### src/sv/ffra_pkg.sv
`timescale 1ns / 1ps
// Shared types, widths and codes for the first-fit region allocator.
// No dependencies; used by ffra_round, ffra_cell and the top level.
package ffra_pkg;

  localparam int DEF_MAX_REGIONS = 64;
  localparam int DEF_LINE_BYTES  = 64;

  localparam int ADDR_W = 32;   // region base / window base
  localparam int LEN_W  = 25;   // region length / window size
  localparam int SIZE_W = 26;   // rounded size, one spare bit to flag overflow
  localparam int END_W  = 33;   // base + length
  localparam int SUM_W  = 34;   // base + length + size
  localparam int CFG_AW = 3;

  localparam logic OP_ALLOC = 1'b0;
  localparam logic OP_FREE  = 1'b1;

  localparam logic REG_WINDOW_BASE  = 1'b0;
  localparam logic REG_WINDOW_BYTES = 1'b1;

  localparam logic [ADDR_W-1:0] RST_WINDOW_BASE  = 32'h0400_0000;
  localparam logic [LEN_W-1:0]  RST_WINDOW_BYTES = 25'h020_0000;

  localparam logic [1:0] STAT_DONE       = 2'd0;
  localparam logic [1:0] STAT_NO_SPACE   = 2'd1;
  localparam logic [1:0] STAT_TABLE_FULL = 2'd2;
  localparam logic [1:0] STAT_NOT_FOUND  = 2'd3;

  typedef enum logic [2:0] {
    ST_IDLE,
    ST_ROUND,
    ST_EVAL,
    ST_SELECT,
    ST_COMMIT
  } ctl_state_t;

  typedef struct packed {
    logic              occ;
    logic [ADDR_W-1:0] start;
    logic [LEN_W-1:0]  len;
  } region_t;

  typedef struct packed {
    logic eval;
    logic load;
    logic take_prev;
    logic take_next;
  } cell_cmd_t;

endpackage

### src/sv/ffra_cell.sv
`timescale 1ns / 1ps
// One slot of the sorted region list: holds a region, tests the gap in front of it,
// and shifts up or down with its neighbors on insert and remove. Uses ffra_pkg.
module ffra_cell (
  input  logic                        clk,
  input  logic                        rst_n,
  input  ffra_pkg::cell_cmd_t         cmd,
  input  logic [ffra_pkg::SIZE_W-1:0] size,
  input  logic [ffra_pkg::ADDR_W-1:0] free_addr,
  input  logic [ffra_pkg::END_W-1:0]  gap_base,
  input  ffra_pkg::region_t           prev_reg,
  input  ffra_pkg::region_t           next_reg,
  input  logic [ffra_pkg::ADDR_W-1:0] new_start,
  input  logic [ffra_pkg::LEN_W-1:0]  new_len,
  output ffra_pkg::region_t           cur_reg,
  output logic [ffra_pkg::END_W-1:0]  cur_end,
  output logic                        fit,
  output logic                        match
);

  logic                        occ_r, occ_nxt;
  logic [ffra_pkg::ADDR_W-1:0] start_r, start_nxt;
  logic [ffra_pkg::LEN_W-1:0]  len_r, len_nxt;
  logic                        fit_r, fit_nxt;
  logic                        match_r, match_nxt;
  logic [ffra_pkg::SUM_W-1:0]  gap_need;

  always_comb begin
    occ_nxt   = occ_r;
    start_nxt = start_r;
    len_nxt   = len_r;
    if (cmd.load) begin
      occ_nxt   = 1'b1;
      start_nxt = new_start;
      len_nxt   = new_len;
    end else if (cmd.take_prev) begin
      occ_nxt   = prev_reg.occ;
      start_nxt = prev_reg.start;
      len_nxt   = prev_reg.len;
    end else if (cmd.take_next) begin
      occ_nxt   = next_reg.occ;
      start_nxt = next_reg.start;
      len_nxt   = next_reg.len;
    end

    // gap between the previous region's end (the window base for the first slot) and this base
    gap_need  = ffra_pkg::SUM_W'(gap_base) + ffra_pkg::SUM_W'(size);
    fit_nxt   = cmd.eval ? (occ_r && (gap_need <= ffra_pkg::SUM_W'(start_r))) : fit_r;
    match_nxt = cmd.eval ? (occ_r && (start_r == free_addr)) : match_r;
  end

  always_ff @(posedge clk) begin
    if (!rst_n) begin
      occ_r <= 1'b0;
    end else begin
      occ_r <= occ_nxt;
    end
  end

  always_ff @(posedge clk) begin
    start_r <= start_nxt;
    len_r   <= len_nxt;
    fit_r   <= fit_nxt;
    match_r <= match_nxt;
  end

  assign cur_reg = '{occ: occ_r, start: start_r, len: len_r};
  assign cur_end = ffra_pkg::END_W'(start_r) + ffra_pkg::END_W'(len_r);
  assign fit     = fit_r;
  assign match   = match_r;

endmodule
### config.mk
export PLATFORM = sky130hd
export DESIGN_NAME = ffra_cell
export DESIGN_NICKNAME = d
export VERILOG_FILES = /design/src/sv/ffra_pkg.sv /design/src/sv/ffra_cell.sv
export SDC_FILE = /design/constraint.sdc
export NUM_CORES = 1
export LEC_CHECK = 0
export BUFFER_PORTS_ARGS = -buffer_cell sky130_fd_sc_hd__buf_2
export CAP_MARGIN = 10
export CORE_AREA = 2 2 141 143
export CTS_CLUSTER_DIAMETER = 60
export CTS_CLUSTER_SIZE = 20
export DETAILED_ROUTE_END_ITERATION = 16
export DIE_AREA = 0 0 143 145
export MAX_ROUTING_LAYER = met4
export PLACE_DENSITY = 0.76
export SLEW_MARGIN = 0
export SYNTH_ARGS = -nofsm -noshare
export SYNTH_HDL_FRONTEND = slang
export SYNTH_SLANG_ARGS = --single-unit
### constraint.sdc
create_clock -name clk -period 6.05 [get_ports clk]
set_input_delay 1.21 -clock clk [delete_from_list [all_inputs] [get_ports clk]]
set_output_delay 1.21 -clock clk [all_outputs]
set_load 0.02 [all_outputs]
# --- Word level (Yosys, flattened, before mapping) ---
# Index checks and enable logic that the tools add are counted.
totals:
  ff_bits: 60
  input_bits: 270
  word_cells: 21
classes:
  addsub: 2
  n_lt_le_gt_ge: 1
  n_eq_ne: 1
  muxes: 9
  reduce_logical: 3
ops:
  columns: ["op", "n"]
  rows:
  - ["$mux 32", 3]
  - ["$mux 25", 3]
  - ["$add 33x26->34", 1]
  - ["$le 34x32->1", 1]
  - ["$add 32x25->33", 1]
  - ["$eq 32x32->1", 1]
  - ["$mux 1", 3]
  - ["$reduce_bool 3->1", 1]
  - ["$logic_and 1x1->1", 2]

# --- Depth between registers and ports, before layout ---
depth:
  ltp_word: 3
  depth_mapped: 20
  ltp_nobuf: 20

# --- Worst setup path before layout ---
# Ideal clock, no wire load.
synth_timing:
  kind: "input to register"
  from: "in size[0] (netlist name)"
  to: "reg fit_r, in the netlist fit, data pin"
  setup_ns: 0.176
  arrival_time_ns: 4.849
  required_time_ns: 5.874
  setup_slack_ns: 1.025
  stages: 19
  n_path_buf: 0
  path_cell_list: "ha_1 -> inv_1 -> fa_1 -> nor2b_4 -> o31a_1 -> o31a_1 -> o21bai_4 -> a21oi_2 -> o31a_1 -> or4b_1 -> o311ai_1 -> ha_1 -> a21o_1 -> a21oi_1 -> o2111ai_1 -> a211oi_1 -> a22oi_1 -> or3b_2 -> o32ai_1"
synth_via:
  elab_chain_len: 3
synth_rtl:
  columns: ["element", "line_no", "rtl"]
  rows:
  - ["from (decl)", "ffra_cell.sv:8", "input logic [ffra_pkg::SIZE_W-1:0] size,"]
  - ["$add 33x26->34", "ffra_cell.sv:47", "gap_need = ffra_pkg::SUM_W'(gap_base) + ffra_pkg::SUM_W'(size);"]
  - ["$le 34x32->1", "ffra_cell.sv:48", "fit_nxt = cmd.eval ? (occ_r && (gap_need <= ffra_pkg::SUM_W'(start_r))) : fit_r;"]
  - ["$logic_and 1x1->1", "ffra_cell.sv:48", null]
  - ["to (signal assigned)", "ffra_cell.sv:63", "fit_r <= fit_nxt;"]
  - ["to (decl)", "ffra_cell.sv:24", "logic fit_r, fit_nxt;"]
# Every way passes these cells.
# A chain may end at the register's enable or synchronous reset.

# --- Worst setup path after layout ---
# Ends and elaborated chain as after synthesis.

==> results.ini <==
[timing]
maxSlewViolCount=0
worst_pin_slew_ns=0.795
slew_headroom_pct=47.0
fmax_ghz=0.193
fin_setup_tns_ns=0
fin_ws_ns=0.870
setup_viol=0
rsz0062_at_grt=no
finalClockSkew_ns=0.00477
period_share_pct=85.6
fin_crit_ns=5.18
hold_viol_final=0

[critical_path]
worst_ep_arrival_time_ns=5.33
worstPathRequired_ns=6.20
cp_slowest_stage_delay_ns=0.50
endpoint_kind=flip-flop
path_cells=buf_2, ha_1, inv_1, fa_1, nor2b_4, o31a_1, o31a_1, o21bai_4, a21oi_2, o31a_1, or4b_1, o311ai_1, ha_1, a21o_1, a21oi_1, o2111ai_1, a211oi_1, a22oi_1, or3b_2, o32ai_1
path_class=primary input to flip-flop
critPathBufInv=2
critPathTopFamily=compound AO/OA/AOI/OAI gates
worstPathMaxFanout=4
start_kind=primary input
slowest_stage=or4b_1
cp_common_cell=o31a_1

[detailed_routing]
vias=7358
drc_errors=0
wire_per_inst_um=17.8
viasPerCell=5.10
ant_nets=0
first_pass_iters=5
drtIter0Drc=343
drt-total-wl_mm=25.7

[placed_design]
dp.cells=1422
hpwl_mm=21.8
pre_cts_slack_ns=0.572
finalWeightedCongestion=0.891
port_buffers=362

[floorplanning]
dieArea_um2=20700
initial_core_util_pct=36.3
io_pins=363
rows=51
die_h_um=145
die_x_um=143
core_area_um2=19200

[yosys]
synth_ff_type=edfxtp_1
yosys.area.top_type=edfxtp_1
synth_cells=817
synth_top_area_share_pct=25.4
syn_area_um2=6970
synth-async-reset-ratio_pct=0
synth_cell_types=56
synth_nets=1172
synthTopCellsByCount=nand2_1, ha_1, o21ai_0
yosysWarnings=0
ys_seq_area_share_pct=25.7
synth_most_common_cell=nand2_1
synth_area_leaders=edfxtp_1, ha_1, mux2i_1, xnor2_1, o21ai_0
syn-mean-instance-area_um2=8.53
ys_seq_elements=60
synth_edf_count=59

[cells_and_area]
final_layout_size_suffix_gt1_share_pct=33.2
area_growth_pct=34.4
nNetsFinal=1523
final_core_util_pct=48.7
fin_cells=1444
fillers=1854

[global_route]
overflow=0
antenna_found_initial=5
grt_pass1_vias=7254
grt_pass1_wl_mm=39.2
gr-usage-all-layers_pct=25.2
grt_max_degree=75

[power_and_ir_drop]
vdd_ir_drop_max_v=0.000197
pwr_density_cell_nw_per_um2=244
leakagePower_nw=4.66

[min_path]
min_path_type=flip-flop to flip-flop

[clock_tree]
cts_buffers=9
insertion_delay_ns=0.33
postCtsSetupBuffers=0
cts_hold_buf=0
clk_path_buf_depth=2
cts_htree_levels=3
cts.sinks=60
cts_resized=0
clk_pin_slew_ns=0.05
root_buffer=clkbuf_16
cts_tree=built

[flow_run]
maxCapViolCount=0

[status]
outcome=finished, final reports clean

-- kinds of logic after synthesis --
logic type               count (synthesis)  synth area share, %
AO/OA/AOI/OAI                          245                 21.8
flip-flops                              60                 25.7
multiplexers                            60                 8.66
buffers and inverters                   73                 3.99
AND/OR/NAND/NOR                        212                 14.0
adder cells (fa/ha/maj)                 85                 15.5
XOR/XNOR                                82                 10.3
-- metrics by stage --
stage | total power, mW | instance area, um^2 | hold slack [ns]
floorplan | 1.33 | 6970 | 0.591
global placement | 1.73 | 9040 | 0.750
detailed placement | 1.74 | 9040 | 0.752
CTS | 2.29 | 9350 | 0.758
global route | 2.43 | 9360 | 0.782
finish | 2.28 | 9360 | 0.763
-- final cells by class --
class / instances / area, um^2 / area share [%]
diodes: 6 / 15.0 / 0.160
multi-input cells: 684 / 4900 / 52.3
clock buffers: 10 / 229 / 2.45
flip-flops and latches: 60 / 1790 / 19.1
well taps: 265 / 332 / 3.54
clock inverters: 6 / 78.8 / 0.842
inverters: 48 / 180 / 1.92
repair buffers: 365 / 1840 / 19.6
-- layout by cell type, fill, tap and decap left out, types with 7 or more instances in the layout --
cell and n:
buf_2 360, nand2_1 98, ha_1 83, o21ai_0 74, xnor2_1 61, edfxtp_1 59
a21oi_1 58, mux2i_1 58, inv_1 48, nor2_1 42, a21o_1 28, nand4_1 22
xor2_1 21, o21a_1 16, o21ai_1 14, a211oi_1 10, nand3_1 9, clkbuf_16 9
nand2b_1 8, nor3_1 7
-- final timing paths --
kind | start | to | slack (ns) | cells after the start
hold / removal | occ_r | match | 0.76 | 2
setup reg to reg | start_r[3] | fit | 3.40 | 10
setup / recovery | size[0] | fit | 0.87 | 20
hold reg to reg | occ_r | match | 0.76 | 2
-- registers in the layout (all words and copies together), names as in the netlist --
| register | flops |
|---|---|
| len_r | 25 |
| start_r | 32 |
| match | 1 |
| occ_r | 1 |
| fit | 1 |
-- worst reg2reg max path, cell delays in order, from the launching register on --
cell,delay [ns]
edfxtp_1,0.45
inv_1,0.08
ha_1,0.31
a21o_1,0.16
a21o_1,0.17
a211oi_1,0.26
o21ai_1,0.13
a211oi_1,0.22
a22oi_1,0.13
or3b_2,0.48
o32ai_1,0.11
-- per-layer routing --
metal	track usage [%]	share of wire [%]	vias up
met1	31.5	44	3352
met2	42.7	49	274
met4	5.69	1.7	0
li1	-	-	3710
met5	-	0	-
met3	3.96	5.6	22
-- power by group --
part,internal [mW],leakage (nW),total [mW],switching [mW]
clock network,0.357,0.154,0.546,0.189
logic,0.470,3.88,1.15,0.683
registers,0.515,0.632,0.584,0.0696
Note: power is estimated with default switching activity, not from simulation.
