## src/sv/ffra_pkg.sv

```systemverilog
`timescale 1ns / 1ps
// Shared types, widths and codes for the first-fit region allocator.
// No dependencies; used by ffra_round, ffra_cell and the top level.
package ffra_pkg;

  localparam int DEF_MAX_REGIONS = 64;
  localparam int DEF_LINE_BYTES  = 64;

  localparam int ADDR_W = 32;   // region base / window base
  localparam int LEN_W  = 25;   // region length / window size
  localparam int SIZE_W = 26;   // rounded size, one spare bit to flag overflow
  localparam int END_W  = 33;   // base + length
  localparam int SUM_W  = 34;   // base + length + size
  localparam int CFG_AW = 3;

  localparam logic OP_ALLOC = 1'b0;
  localparam logic OP_FREE  = 1'b1;

  localparam logic REG_WINDOW_BASE  = 1'b0;
  localparam logic REG_WINDOW_BYTES = 1'b1;

  localparam logic [ADDR_W-1:0] RST_WINDOW_BASE  = 32'h0400_0000;
  localparam logic [LEN_W-1:0]  RST_WINDOW_BYTES = 25'h020_0000;

  localparam logic [1:0] STAT_DONE       = 2'd0;
  localparam logic [1:0] STAT_NO_SPACE   = 2'd1;
  localparam logic [1:0] STAT_TABLE_FULL = 2'd2;
  localparam logic [1:0] STAT_NOT_FOUND  = 2'd3;

  typedef enum logic [2:0] {
    ST_IDLE,
    ST_ROUND,
    ST_EVAL,
    ST_SELECT,
    ST_COMMIT
  } ctl_state_t;

  typedef struct packed {
    logic              occ;
    logic [ADDR_W-1:0] start;
    logic [LEN_W-1:0]  len;
  } region_t;

  typedef struct packed {
    logic eval;
    logic load;
    logic take_prev;
    logic take_next;
  } cell_cmd_t;

endpackage

```

## src/sv/ffra_round.sv

```systemverilog
`timescale 1ns / 1ps
// Rounds a request size up to a whole number of lines.
// Power-of-two line: the padded size is masked. Otherwise a registered reciprocal multiply, then multiply back.
// Uses ffra_pkg.
module ffra_round #(
  parameter int LINE_BYTES = ffra_pkg::DEF_LINE_BYTES
) (
  input  logic                        clk,
  input  logic                        rst_n,
  input  logic                        start,
  input  logic [ffra_pkg::LEN_W-1:0]  req_bytes,
  output logic                        done,
  output logic [ffra_pkg::SIZE_W-1:0] size
);

  localparam bit IS_POW2 = (LINE_BYTES & (LINE_BYTES - 1)) == 0;

  logic                        done_r, done_nxt;
  logic [ffra_pkg::SIZE_W-1:0] size_r, size_nxt;
  logic [ffra_pkg::SIZE_W-1:0] padded;

  assign padded = {1'b0, req_bytes} + ffra_pkg::SIZE_W'(LINE_BYTES - 1);

  generate
    if (IS_POW2) begin : g_pow2
      always_comb begin
        done_nxt = start;
        size_nxt = start ? (padded & ~ffra_pkg::SIZE_W'(LINE_BYTES - 1)) : size_r;
      end
    end else begin : g_div
      // floor(x / LINE_BYTES) = (x * RECIP) >> SHIFT, exact for every SIZE_W-bit x
      localparam int SHIFT = ffra_pkg::SIZE_W + $clog2(LINE_BYTES);
      localparam longint unsigned RECIP_L =
          ((64'd1 << SHIFT) + 64'(LINE_BYTES) - 64'd1) / 64'(LINE_BYTES);
      localparam int RCP_W = ffra_pkg::SIZE_W + 1;
      localparam int PW    = ffra_pkg::SIZE_W + RCP_W;
      localparam int BW    = ffra_pkg::SIZE_W + $clog2(LINE_BYTES);
      localparam logic [RCP_W-1:0] RECIP = RCP_W'(RECIP_L);

      logic                        busy_r, busy_nxt;
      logic [ffra_pkg::SIZE_W-1:0] quo_r, quo_nxt;
      logic [PW-1:0]               prod;
      logic [BW-1:0]               back;

      always_comb begin
        prod     = PW'(padded) * PW'(RECIP);
        back     = BW'(quo_r) * BW'(LINE_BYTES);
        busy_nxt = start;
        quo_nxt  = start ? ffra_pkg::SIZE_W'(prod >> SHIFT) : quo_r;
        done_nxt = busy_r;
        size_nxt = busy_r ? back[ffra_pkg::SIZE_W-1:0] : size_r;
      end

      always_ff @(posedge clk) begin
        if (!rst_n) begin
          busy_r <= 1'b0;
        end else begin
          busy_r <= busy_nxt;
        end
      end

      always_ff @(posedge clk) begin
        quo_r <= quo_nxt;
      end
    end
  endgenerate

  always_ff @(posedge clk) begin
    if (!rst_n) begin
      done_r <= 1'b0;
    end else begin
      done_r <= done_nxt;
    end
  end

  always_ff @(posedge clk) begin
    size_r <= size_nxt;
  end

  assign done = done_r;
  assign size = size_r;

endmodule

```

## config.mk

```make
export PLATFORM = sky130hd
export DESIGN_NAME = ffra_round
export DESIGN_NICKNAME = d
export VERILOG_FILES = /design/src/sv/ffra_pkg.sv /design/src/sv/ffra_round.sv
export SDC_FILE = /design/constraint.sdc
export NUM_CORES = 1
export LEC_CHECK = 0
export ABC_CLOCK_PERIOD_IN_PS = 3400
export BUFFER_PORTS_ARGS = -buffer_cell sky130_fd_sc_hd__buf_4
export CAP_MARGIN = 20
export CORE_ASPECT_RATIO = 1.5
export CORE_UTILIZATION = 48
export DETAILED_ROUTE_END_ITERATION = 16
export PLACE_DENSITY = 0.92
export SLEW_MARGIN = 0
export SYNTH_ARGS = -nofsm -noshare
export SYNTH_HDL_FRONTEND = slang
export SYNTH_SLANG_ARGS = --single-unit
```

## constraint.sdc

```tcl
create_clock -name clk -period 3.4 [get_ports clk]
set_input_delay 0.68 -clock clk [delete_from_list [all_inputs] [get_ports clk]]
set_output_delay 0.68 -clock clk [all_outputs]
set_load 0.05 [all_outputs]
```

* Word level (Yosys, flattened, before mapping)
Cells that the tools add are included.
** Operators by class
- Add/subtract/negate cells :: 1
** Operator list (number)
- adder 25 x 6 -> 26 bit, second input constant :: 1
** Storage, ports and cells
- Logic and storage cells :: 3
- Input bits :: 28
- Bits in registers :: 21
- Output and inout bits :: 27

* Longest topological paths before layout
Gate-level depths: netlist of run 1.
- Word-level depth :: 1
- Depth in mapped cells :: 4
- Mapped depth without buffers :: 4

* Least setup slack after synthesis of run 1
OpenSTA, ideal clock, no wires.
- Kind :: input to register
- Start :: input port req_bytes[5] in the netlist's numbering
- End :: register size_r, in the netlist size[25], data pin
- Stages on the path :: 4
- Buffers on the path :: 0
- Data required time :: 3146 ps
- Data arrival time :: 1606 ps
- Setup time :: 254 ps
- Slack :: 1540 ps
- Cells stage by stage :: nor4_4 > a21oi_2 > and4_4 > and4_4
** Between the ends
- Word-level cells in the longest chain between the ends :: 1
** Ends and longest elaborated chain
- start: declaration :: RTL line ffra_round.sv:11 : input logic [ffra_pkg::LEN_W-1:0] req_bytes,
- adder 25 x 6 -> 26 bit :: RTL line ffra_round.sv:22 : assign padded = {1'b0, req_bytes} + ffra_pkg::SIZE_W'(LINE_BYTES - 1);
- net padded (one bit) :: RTL line ffra_round.sv:20 : logic [ffra_pkg::SIZE_W-1:0] padded;
- end signal: assignment :: RTL line ffra_round.sv:77 : size_r <= size_nxt;
- end: declaration :: RTL line ffra_round.sv:19 : logic [ffra_pkg::SIZE_W-1:0] size_r, size_nxt;
The timed path passes the listed nets, and every way through them passes these cells.
A chain may end at the register's enable or synchronous reset.

* Worst setup path in the final report of run 1
- Start :: input port req_bytes[5] in the netlist's numbering
- End :: register size_r, in the netlist size[16], data pin
The elaborated chain is that of the path after synthesis.

==> results of run 1 <==
-- routing by layer --
layer	up-vias	part of all wire	track usage
met5	-	0	0
met4	0	0.031	0.133
met3	6	0.062	0.0183
met2	49	0.55	0.339
met1	385	0.36	0.228
li1	399	-	-
-- through the flow --
stage | total power [mW] | cell area, um^2 | instances
final | 0.609 | 1480 | 156
after global routing | 0.635 | 1480 | 156
after CTS | 0.612 | 1480 | 156
after detailed placement | 0.502 | 1450 | 152
after global placement | 0.497 | 1450 | 152
after floorplan | 0.433 | 1110 | 89
-- how the worst max path moves through the flow --
stage | from | to | slack [ns] | depth (start not counted)
floorplan | req_bytes[5] | size[25] | 1.54 | 4
global placement | req_bytes[5] | size[25] | 1.38 | 5
detailed placement | req_bytes[5] | size[25] | 1.34 | 5
CTS | req_bytes[5] | size[16] | 1.66 | 5
global route | req_bytes[5] | size[16] | 1.63 | 5
finish | req_bytes[5] | size[16] | 1.67 | 5
-- kinds of logic (layout without fill, tap and decap cells) --
kind of cell,count (synthesis),in the layout
flops,21,21
buf+inv,8,53
xor+xnor,18,18
other cells,1,6
simple gates,33,33
compound gates,3,3
-- sequential cells by signal (all words and copies together) (netlist names) --
register,cells
done,1
size,20
-- placed cells by master (no fill, tap or decap), drive strengths merged --
master and instances:
nand2 5, nand4 7, xor2 5, and2 1, nor4 1, edfxtp 20
nor2 3, a211oi 1, and3 2, conb 6, buf 48, and4 4
xnor2 13, dfxtp 1, clkbuf 4, inv 1, a21oi 1, a2111oi 1
nor2b 1, nand3 9
-- cell type report --
cell class	count	area share
flip-flops and latches	21	0.421
clock buffers	4	0.0178
inverters	1	0.00254
repair buffers	48	0.244
multi-input cells	60	0.296
well taps	22	0.0187
-- power breakdown --
| part | total [mW] | internal, mW | leakage (nW) | switching [mW] |
|---|---|---|---|---|
| combinational | 0.184 | 0.0574 | 0.369 | 0.127 |
| sequential | 0.312 | 0.307 | 0.204 | 0.00585 |
| clock | 0.112 | 0.0455 | 0.0150 | 0.0665 |
| total | 0.609 | 0.409 | 0.588 | 0.199 |
-- worst max-delay path: cells and delay by family --
family	cells	cell delay, ns
AOI/OAI and AO/OA	1	0.18
xor gates and xnor gates	1	0.15
buffers and inverters	1	0.12
and+or+nand+nor	2	0.64
==> run summary, run 1 <==
======================================================================================
Synthesized area per cell                                                    13.0 um^2
RSZ-0062 raised after global routing                                                no
Diodes inserted                                                                      0
Peak clock frequency supported by timing                                       579 MHz
Clock period minus worst slack                                                 1.73 ns
Compound-Gate Fraction of Synth Area                                            0.0401
Quantity of I/O buffers inserted on ports                                           48
Data arrival time of the critical path                                         1.77 ns
Kind of end point of the critical path                                        register
Routed via count                                                                   839
Required time worst endpoint                                                   3.44 ns
IR drop worst, VDD                                                              220 uV
Critical-path cell list                                                   buf_4 -> nor4_4 -> a21oi_2 -> and4_4 -> xor2_1
Placement Rows                                                                      20
EDFF count, synth                                                                   20
Result of the run                                                         finished, final reports clean
Yosys Warn Count                                                                     0
Post-CTS Repair Setup Buffers                                                        0
Adder-Cell Fraction of Synth Area                                                    0
Synthesized instance count                                                          84
End-of-flow core utilization                                                     0.710
Vias per inst                                                                     5.38
Hold slack final                                                              0.605 ns
Leakage power                                                                 0.588 nW
Height of the die                                                              60.4 um
Share of synthesized registers carrying an async set or reset                        0
Drt total wl                                                                   2300 um
Worst Hold Path Cells                                                                2
Critical path launch point type                                           primary input
H-tree depth reported by CTS                                                         1
Most common library cells after synthesis                                 sky130_fd_sc_hd__edfxtp_1, sky130_fd_sc_hd__xnor2_1, sky130_fd_sc_hd__nand3_1, sky130_fd_sc_hd__nand4_1, sky130_fd_sc_hd__buf_4
TritonCTS buffer count                                                               3
Weighted congestion reported at the end of routability-driven placement          0.798
Mux share of post-synthesis cell area                                                0
Area share of the largest cell type after synthesis                              0.550
Share of synthesized area occupied by flip-flops and latches                     0.568
Multi-input gate area                                                         437 um^2
Final count of pins violating max slew                                               0
Number of remaining DRC errors                                                       0
Via count of the first global-routing pass                                         752
Area taken by flip-flops and latches                                          621 um^2
CORE AREA                                                                 0.00208 mm^2
# setup viols final                                                                  0
Top-Level Pins                                                                      55
Slowest stage delay, CP                                                        0.43 ns
Count of final hold-check violations                                                 0
Most common cell in the synthesized netlist                               sky130_fd_sc_hd__edfxtp_1
Clock sink count                                                                    21
Distinct cell type count of the synthesized netlist                                 23
Number of cells upsized or downsized after cts                                       0
Width of the chip                                                              41.0 um
Pin count of the biggest net entering global routing                                22
Share of synthesized cell area in and, or, nand and nor gates                    0.195
Initial antenna violation count                                                      0
CTS tree                                                                          done
Path class of the lowest-slack min-delay path                             primary input to register
Violation count after the first detailed-route iteration                            29
Initial core utilization                                                         0.526
Post-route fraction of the period consumed by the critical path                  0.508
Worst hold path endpoint                                                          done
GR Util All Layers                                                               0.202
Leading area contributor after synthesis                                  sky130_fd_sc_hd__edfxtp_1
Layout filler cell count                                                           145
Total global routing overflow                                                        0
Routed wire per std cell                                                       14.7 um
Cell types with the largest area share after synthesis                    sky130_fd_sc_hd__edfxtp_1, sky130_fd_sc_hd__xnor2_1, sky130_fd_sc_hd__buf_4, sky130_fd_sc_hd__nand4_1, sky130_fd_sc_hd__xor2_1
Layout cells sized above 1                                                       0.440
Total Die Area                                                            0.00247 mm^2
Post-Syn Area                                                             0.00109 mm^2
Prevailing post-synth register cell                                       sky130_fd_sc_hd__edfxtp_1
Max-cap viol count                                                                   0
Number of nets in the layout                                                       163
Antenna-violating nets left                                                          0
Worst-case clock buffer depth                                                        2
Count of state elements after synthesis                                             21
Quantity of hold-fixing buffers added after cts                                      0
Parity-gate share of the synthesized area counting xor and xnor cells            0.144
PwrDens                                                                    413 mW/mm^2
Worst setup slack after layout                                                 1.67 ns
Signed area change from the synthesized netlist to the final layout              35.1%
Clock transition at the registers of the reported paths                        0.10 ns
Top fanout value on the critical path                                                7
First-pass GRT wire length                                                     3280 um
Worst Setup Path Type                                                     primary input to register
Master cell of the clock root buffer                                      sky130_fd_sc_hd__clkbuf_4
Critical path's slowest cell                                              sky130_fd_sc_hd__nor4_4
Hold Startpoint                                                                  rst_n
Setup WS pre-CTS                                                               1.34 ns
Dominant combinational cell family by area after synthesis                simple AND/OR/NAND/NOR gates
Post-Route Setup TNS                                                              0 ns
Detailed-routing iteration count for the pre-antenna-repair pass                     4
======================================================================================
Power figures use the tool's default switching activity.
==> run 2: changes to the inputs <==
Settings changed: ABC_CLOCK_PERIOD_IN_PS 3400 to 1700, CORE_UTILIZATION 48 to 44, PLACE_DENSITY 0.92 to 0.86.
Clock period 3.4 ns to 1.7 ns, I/O delays scaled along.
==> run 2 against run 1 <==
Via count decreased by 1.1%. Sequential power increased by 100%. Flip-flop and latch count unchanged. Core utilization decreased by 6.1 points. Non-clock buffer count increased by 1. Sequential share of layout area decreased by 0.28 points. Combinational power increased by 99%. Critical path type unchanged. Highest routed layer unchanged.
==> run summary, run 2 (synthesis gave the netlist of run 1 again) <==
======================================================================================
Switching power of the nets                                                   0.401 mW   +100%
Total Die Area                                                            0.00269 mm^2   +8.7%
Post-Route Setup TNS                                                              0 ns   unchanged
Worst Setup Path Type                                                     primary input to register
TritonCTS buffer count                                                               3   unchanged
Count of final hold-check violations                                                 0   unchanged
Final count of pins violating max slew                                               0   unchanged
Cell-internal power                                                           0.816 mW   +99%
Critical path launch point type                                           primary input
Leakage power                                                                 0.596 nW   +1.4%
Signed area change from the synthesized netlist to the final layout              36.0%
Switching portion of total power                                                 0.330   +0.00220
GR Layer Usage met2                                                              0.316   -0.0230
Worst Hold Path Cells                                                                2   unchanged
Placement Rows                                                                      21   +5.0%
Routed via count                                                                   830   -1.1%
Result of the run                                                         finished, final reports clean
Logic pwr share                                                                  0.301   -0.002
Clock period minus worst slack                                                 1.33 ns
RSZ-0062 raised after global routing                                                no
Max-cap viol count                                                                   0   unchanged
Pin count of the biggest net entering global routing                                22   unchanged
Hold Startpoint                                                                  rst_n
Clock share of power                                                             0.187   +0.003
Violation count after the first detailed-route iteration                            21   -28%
Antenna-violating nets left                                                          0   unchanged
Number of remaining DRC errors                                                       0   unchanged
Data arrival time of the critical path                                         1.40 ns   -0.37 ns
Kind of end point of the critical path                                        register
CORE AREA                                                                 0.00229 mm^2   +10%
Post-CTS Repair Setup Buffers                                                        0   unchanged
Hold slack final                                                              0.254 ns   -0.351 ns
Quantity of hold-fixing buffers added after cts                                      0   unchanged
Top-Level Pins                                                                      55   unchanged
Diodes inserted                                                                      0   unchanged
Clock transition at the registers of the reported paths                        0.11 ns   about the same
Via count of the first global-routing pass                                         780   +3.7%
Top fanout value on the critical path                                               10   +3
Post-route fraction of the period consumed by the critical path                  0.785
Vias per inst                                                                     5.25   -2.3%
PwrDens                                                                    820 mW/mm^2   +99%
Clock sink count                                                                    21   unchanged
IR drop worst, VDD                                                              457 uV   +110%
Master cell of the clock root buffer                                      sky130_fd_sc_hd__clkbuf_4
Path class of the lowest-slack min-delay path                             primary input to register
Height of the die                                                              63.0 um   +4.3%
Number of cells upsized or downsized after cts                                       0   unchanged
Detailed-routing iteration count for the pre-antenna-repair pass                     4   unchanged
Grt met3 use                                                                    0.0173   -0.000974
End-of-flow core utilization                                                     0.650   -0.0605
Commonest cells after routing, fill and taps aside                        sky130_fd_sc_hd__buf_4, sky130_fd_sc_hd__edfxtp_1, sky130_fd_sc_hd__xnor2_1
Width of the chip                                                              42.7 um   +4.2%
Number of nets in the layout                                                       164   +0.61%
Met1 layer usage reported by global route                                        0.171   -0.0570
First-pass GRT wire length                                                     3400 um   +3.6%
Most common cell after layout, fill and taps aside                        sky130_fd_sc_hd__buf_4
Routed wire per std cell                                                       13.2 um   -10%
Register share of total power                                                    0.512   about the same
CTS tree                                                                          done
Final Non-Filler Cells                                                             158   +1.3%
Number of flip-flops in the largest register                                        20   unchanged
Layout cells sized above 1                                                       0.452   +0.0116
Initial antenna violation count                                                      0   unchanged
Initial core utilization                                                         0.478   -0.0481
Drt total wl                                                                   2090 um   -8.9%
Peak-usage layer in the global routing report                                     met2
Required time worst endpoint                                                   1.77 ns   -1.67 ns
GR Util All Layers                                                               0.169   -0.0331
Cell count after placement                                                         154   +1.3%
Worst-case clock buffer depth                                                        2   unchanged
Total global routing overflow                                                        0   unchanged
Quantity of I/O buffers inserted on ports                                           48   unchanged
Peak clock frequency supported by timing                                       750 MHz
Worst hold path endpoint                                                          done
# setup viols final                                                                  0   unchanged
Weighted congestion reported at the end of routability-driven placement          0.786   -1.5%
H-tree depth reported by CTS                                                         1   unchanged
======================================================================================
-- run 2: changes by cell type in the layout (fill, tap and decap cells not counted) --
cell	delta
sky130_fd_sc_hd__buf_4	+1
sky130_fd_sc_hd__clkbuf_1	-1
sky130_fd_sc_hd__clkinv_2	+1
-- run 2: power by group through the flow --
stage / registers [mW] / logic, mW / clock network (mW)
floorplan: 0.785 / 0.0805 / 0
global placement: 0.634 / 0.361 / 0
detailed placement: 0.636 / 0.368 / 0
CTS: 0.625 / 0.368 / 0.237
global route: 0.628 / 0.382 / 0.255
finish: 0.624 / 0.366 / 0.228
-- run 2: worst max-delay path: stages --
cell and delay (ns):
sky130_fd_sc_hd__buf_4 0.10, sky130_fd_sc_hd__nor4_4 0.05, sky130_fd_sc_hd__buf_4 0.15, sky130_fd_sc_hd__a211oi_4 0.44, sky130_fd_sc_hd__nand4_1 0.17, sky130_fd_sc_hd__xnor2_1 0.16
-- run 2: layout make-up --
| type | instances | area [um^2] |
|---|---|---|
| fillers | 201 | 801 |
| flip-flops and latches | 21 | 621 |
| multi-input cells | 60 | 437 |
| repair buffers | 49 | 368 |
| well taps | 23 | 28.8 |
| clock buffers | 3 | 22.5 |
| clock inverters | 1 | 5.00 |
| inverters | 1 | 3.75 |
-- run 2: per-stage QoR --
step	power, mW	instance area [um^2]	setup slack, ns
6_report	1.22	1490	0.366
5_1_grt	1.27	1490	0.272
4_1_cts	1.23	1490	0.366
3_5_place_dp	1.00	1460	0.0273
3_3_place_gp	0.995	1460	0.0949
2_1_floorplan	0.866	1110	0.180
-- run 2: how the worst max path moves through the flow --
stage	start	endpoint	slack (ns)
floorplan	req_bytes[5]	size[25]	0.18
global placement	req_bytes[4]	size[19]	0.09
detailed placement	req_bytes[3]	size[22]	0.03
CTS	req_bytes[3]	size[22]	0.37
global route	req_bytes[3]	size[22]	0.27
finish	req_bytes[3]	size[22]	0.37
-- run 2: layer usage --
| layer | vias up | wire (um) |
|---|---|---|
| met5 | - | 0 |
| met4 | 0 | 50 |
| met3 | 4 | 125 |
| met2 | 34 | 1230 |
| met1 | 391 | 683 |
| li1 | 401 | - |
==> run 3: changes to the inputs <==
Settings changed: ABC_CLOCK_PERIOD_IN_PS 1700 to 1200, CORE_UTILIZATION 44 to 40, PLACE_DENSITY 0.86 to 0.82.
Clock period 1.7 ns to 1.2 ns, I/O delays scaled along.
==> run 3 against run 2 <==
The run now ends with negative setup slack left. Cell count is 20% higher. Critical path depth up 2. Core utilization increased by 2.6 points. First-iteration DRC count decreased by 19%. Wire length increased by 25%. Global-route usage increased by 0.48 points. Non-clock buffer count is 17 higher. Worst hold slack worse by 0.10 ns. Sequential power rose by 42%. Via count up 16%. Critical endpoint is now size[21]. Largest cell class unchanged.
==> run summary, run 3 (synthesis gave the netlist of run 1 again) <==
======================================================================================
Pwr Total                                                                      1.78 mW   +46%
Logic pwr share                                                                  0.321   +0.020
Initial antenna violation count                                                      0   unchanged
Hold slack final                                                              0.151 ns   -0.103 ns
CTS tree                                                                          done
Layout filler cell count                                                           191   -5.0%
Area taken by flip-flops and latches                                          621 um^2   unchanged
IR drop worst, VDD                                                              461 uV   +0.78%
CORE AREA                                                                 0.00250 mm^2   +9.6%
Launching element of the worst setup path                                 req_bytes[1]
Worst setup slack after layout                                              -0.0471 ns   -0.413 ns
TritonCTS buffer count                                                               3   unchanged
Worst Hold Path Cells                                                                2   unchanged
Clock share of power                                                             0.183   -0.004
Drt total wl                                                                   2620 um   +25%
Number of remaining DRC errors                                                       0   unchanged
Commonest cells after routing, fill and taps aside                        sky130_fd_sc_hd__buf_4, sky130_fd_sc_hd__edfxtp_1, sky130_fd_sc_hd__xnor2_1
First-pass GRT wire length                                                     3670 um   +7.9%
Width of the chip                                                              44.7 um   +4.7%
Antenna-violating nets left                                                          0   unchanged
Result of the run                                                         finished with violations
PwrDens                                                                   1050 mW/mm^2   +28%
Layout cells sized above 1                                                       0.536   +0.0841
Routed via count                                                                   959   +16%
Total Die Area                                                            0.00295 mm^2   +9.6%
Capturing element of the worst setup path                                     size[21]
Initial core utilization                                                         0.436   -0.0418
Placement Rows                                                                      22   +4.8%
Vias per inst                                                                     5.07   -3.4%
Height of the die                                                                66 um   +4.7%
Top fanout value on the critical path                                                5   -5
Quantity of hold-fixing buffers added after cts                                      0   unchanged
Worst-case clock buffer depth                                                        2   unchanged
GR Util All Layers                                                               0.174   +0.00476
Master cell of the clock root buffer                                      sky130_fd_sc_hd__clkbuf_4
Data arrival time of the critical path                                         1.31 ns   -0.09 ns
Number of flip-flops in the largest register                                        20   unchanged
Multi-input gate area                                                         487 um^2   +11%
Most common cell after layout, fill and taps aside                        sky130_fd_sc_hd__buf_4
Critical path launch point type                                           primary input
RSZ-0062 raised after global routing                                               yes
Cell count after placement                                                         180   +17%
Max-cap viol count                                                                   0   unchanged
Final count of pins violating max slew                                               0   unchanged
Post-route fraction of the period consumed by the critical path                   1.04
Routed wire per std cell                                                       13.8 um   +4.6%
Path class of the lowest-slack min-delay path                             primary input to register
# setup viols final                                                                  6   +6
Clock transition at the registers of the reported paths                        0.10 ns   about the same
Detailed-routing iteration count for the pre-antenna-repair pass                     4   unchanged
Switching power of the nets                                                   0.589 mW   +47%
Quantity of I/O buffers inserted on ports                                           48   unchanged
Peak clock frequency supported by timing                                       802 MHz
Via count of the first global-routing pass                                         896   +15%
Kind of end point of the critical path                                        register
Violations in the final reports                                           negative setup slack
Leakage power                                                                 0.692 nW   +16%
Number of nets in the layout                                                       182   +11%
Top-Level Pins                                                                      55   unchanged
Final Non-Filler Cells                                                             189   +20%
H-tree depth reported by CTS                                                         1   unchanged
Weighted congestion reported at the end of routability-driven placement          0.828   +5.4%
HPWL after detailed placement                                                  1840 um
Pin count of the biggest net entering global routing                                22   unchanged
Cell-internal power                                                            1.19 mW   +46%
Total global routing overflow                                                        0   unchanged
Post-Route Setup TNS                                                         -0.134 ns   -0.134 ns
Clock sink count                                                                    21   unchanged
Worst Setup Path Type                                                     primary input to register
Violation count after the first detailed-route iteration                            17   -19%
Clock period minus worst slack                                                 1.25 ns
Register share of total power                                                    0.496   -0.016
Switching portion of total power                                                 0.330   +0.000748
Signed area change from the synthesized netlist to the final layout              55.0%
Count of final hold-check violations                                                 0   unchanged
Diodes inserted                                                                      0   unchanged
Required time worst endpoint                                                   1.26 ns   -0.51 ns
======================================================================================
[run 3: cell types whose count changed in the layout (fill, tap and decap cells not counted)]
cell                       before  now
sky130_fd_sc_hd__a211oi_4       1    2
sky130_fd_sc_hd__buf_4         49   62
sky130_fd_sc_hd__buf_6          0    4
sky130_fd_sc_hd__clkbuf_1       0    1
sky130_fd_sc_hd__clkinv_2       1    0
sky130_fd_sc_hd__nand3_1        8    5
sky130_fd_sc_hd__nand3_2        1    3
sky130_fd_sc_hd__nand3_4        0    1
sky130_fd_sc_hd__xnor2_1       13   12
sky130_fd_sc_hd__xnor2_2        0    1
[run 3: cell type report]
class	count	area share
flip-flops and latches	21	0.367
repair buffers	66	0.302
well taps	36	0.0266
inverters	1	0.00222
multi-input cells	61	0.288
clock buffers	4	0.0155
[run 3: critical path, stage by stage]
cell and delay [ns]:
sky130_fd_sc_hd__buf_6 0.10, sky130_fd_sc_hd__nor4_4 0.29, sky130_fd_sc_hd__buf_4 0.20, sky130_fd_sc_hd__buf_6 0.11
sky130_fd_sc_hd__a211oi_4 0.04, sky130_fd_sc_hd__buf_6 0.15, sky130_fd_sc_hd__nand3_2 0.10, sky130_fd_sc_hd__xnor2_2 0.08
[run 3: worst min path at each step]
stage / startpoint / end
after floorplan: start / size[10]
after global placement: rst_n / done
after detailed placement: rst_n / done
after CTS: rst_n / done
after global routing: rst_n / done
final: rst_n / done
[run 3: metrics by stage]
| stage | utilization | area, um^2 | setup slack (ns) |
|---|---|---|---|
| after detailed placement | 0.630 | 1580 | -0.347 |
| after global placement | 0.630 | 1580 | -0.279 |
| final | 0.676 | 1690 | -0.0471 |
| after floorplan | - | 1120 | -0.160 |
| after global routing | 0.676 | 1690 | -0.0713 |
| after CTS | 0.641 | 1610 | -0.0175 |
[run 3: per-layer routing]
metal,vias up,global-route usage,routed length [um]
met3,11,0.0137,175
met5,-,0,0
met2,58,0.331,1440
li1,439,-,-
met1,451,0.166,891
met4,0,0.117,113
[run 3: timing repair]
item                       CTS  global route
setup endpoints to repair    2            13
gates resized for setup      0             9
pin swaps                    0             5
setup buffers                0             4
hold endpoints to repair     0             0
cloned                       0             1
[run 3: power groups by stage]
stage	combinational (mW)	sequential, mW	clock [mW]
3_3_place_gp	0.542	0.901	0
3_5_place_dp	0.552	0.903	0
4_1_cts	0.553	0.886	0.335
2_1_floorplan	0.115	1.11	0
5_1_grt	0.597	0.891	0.363
6_report	0.572	0.885	0.326
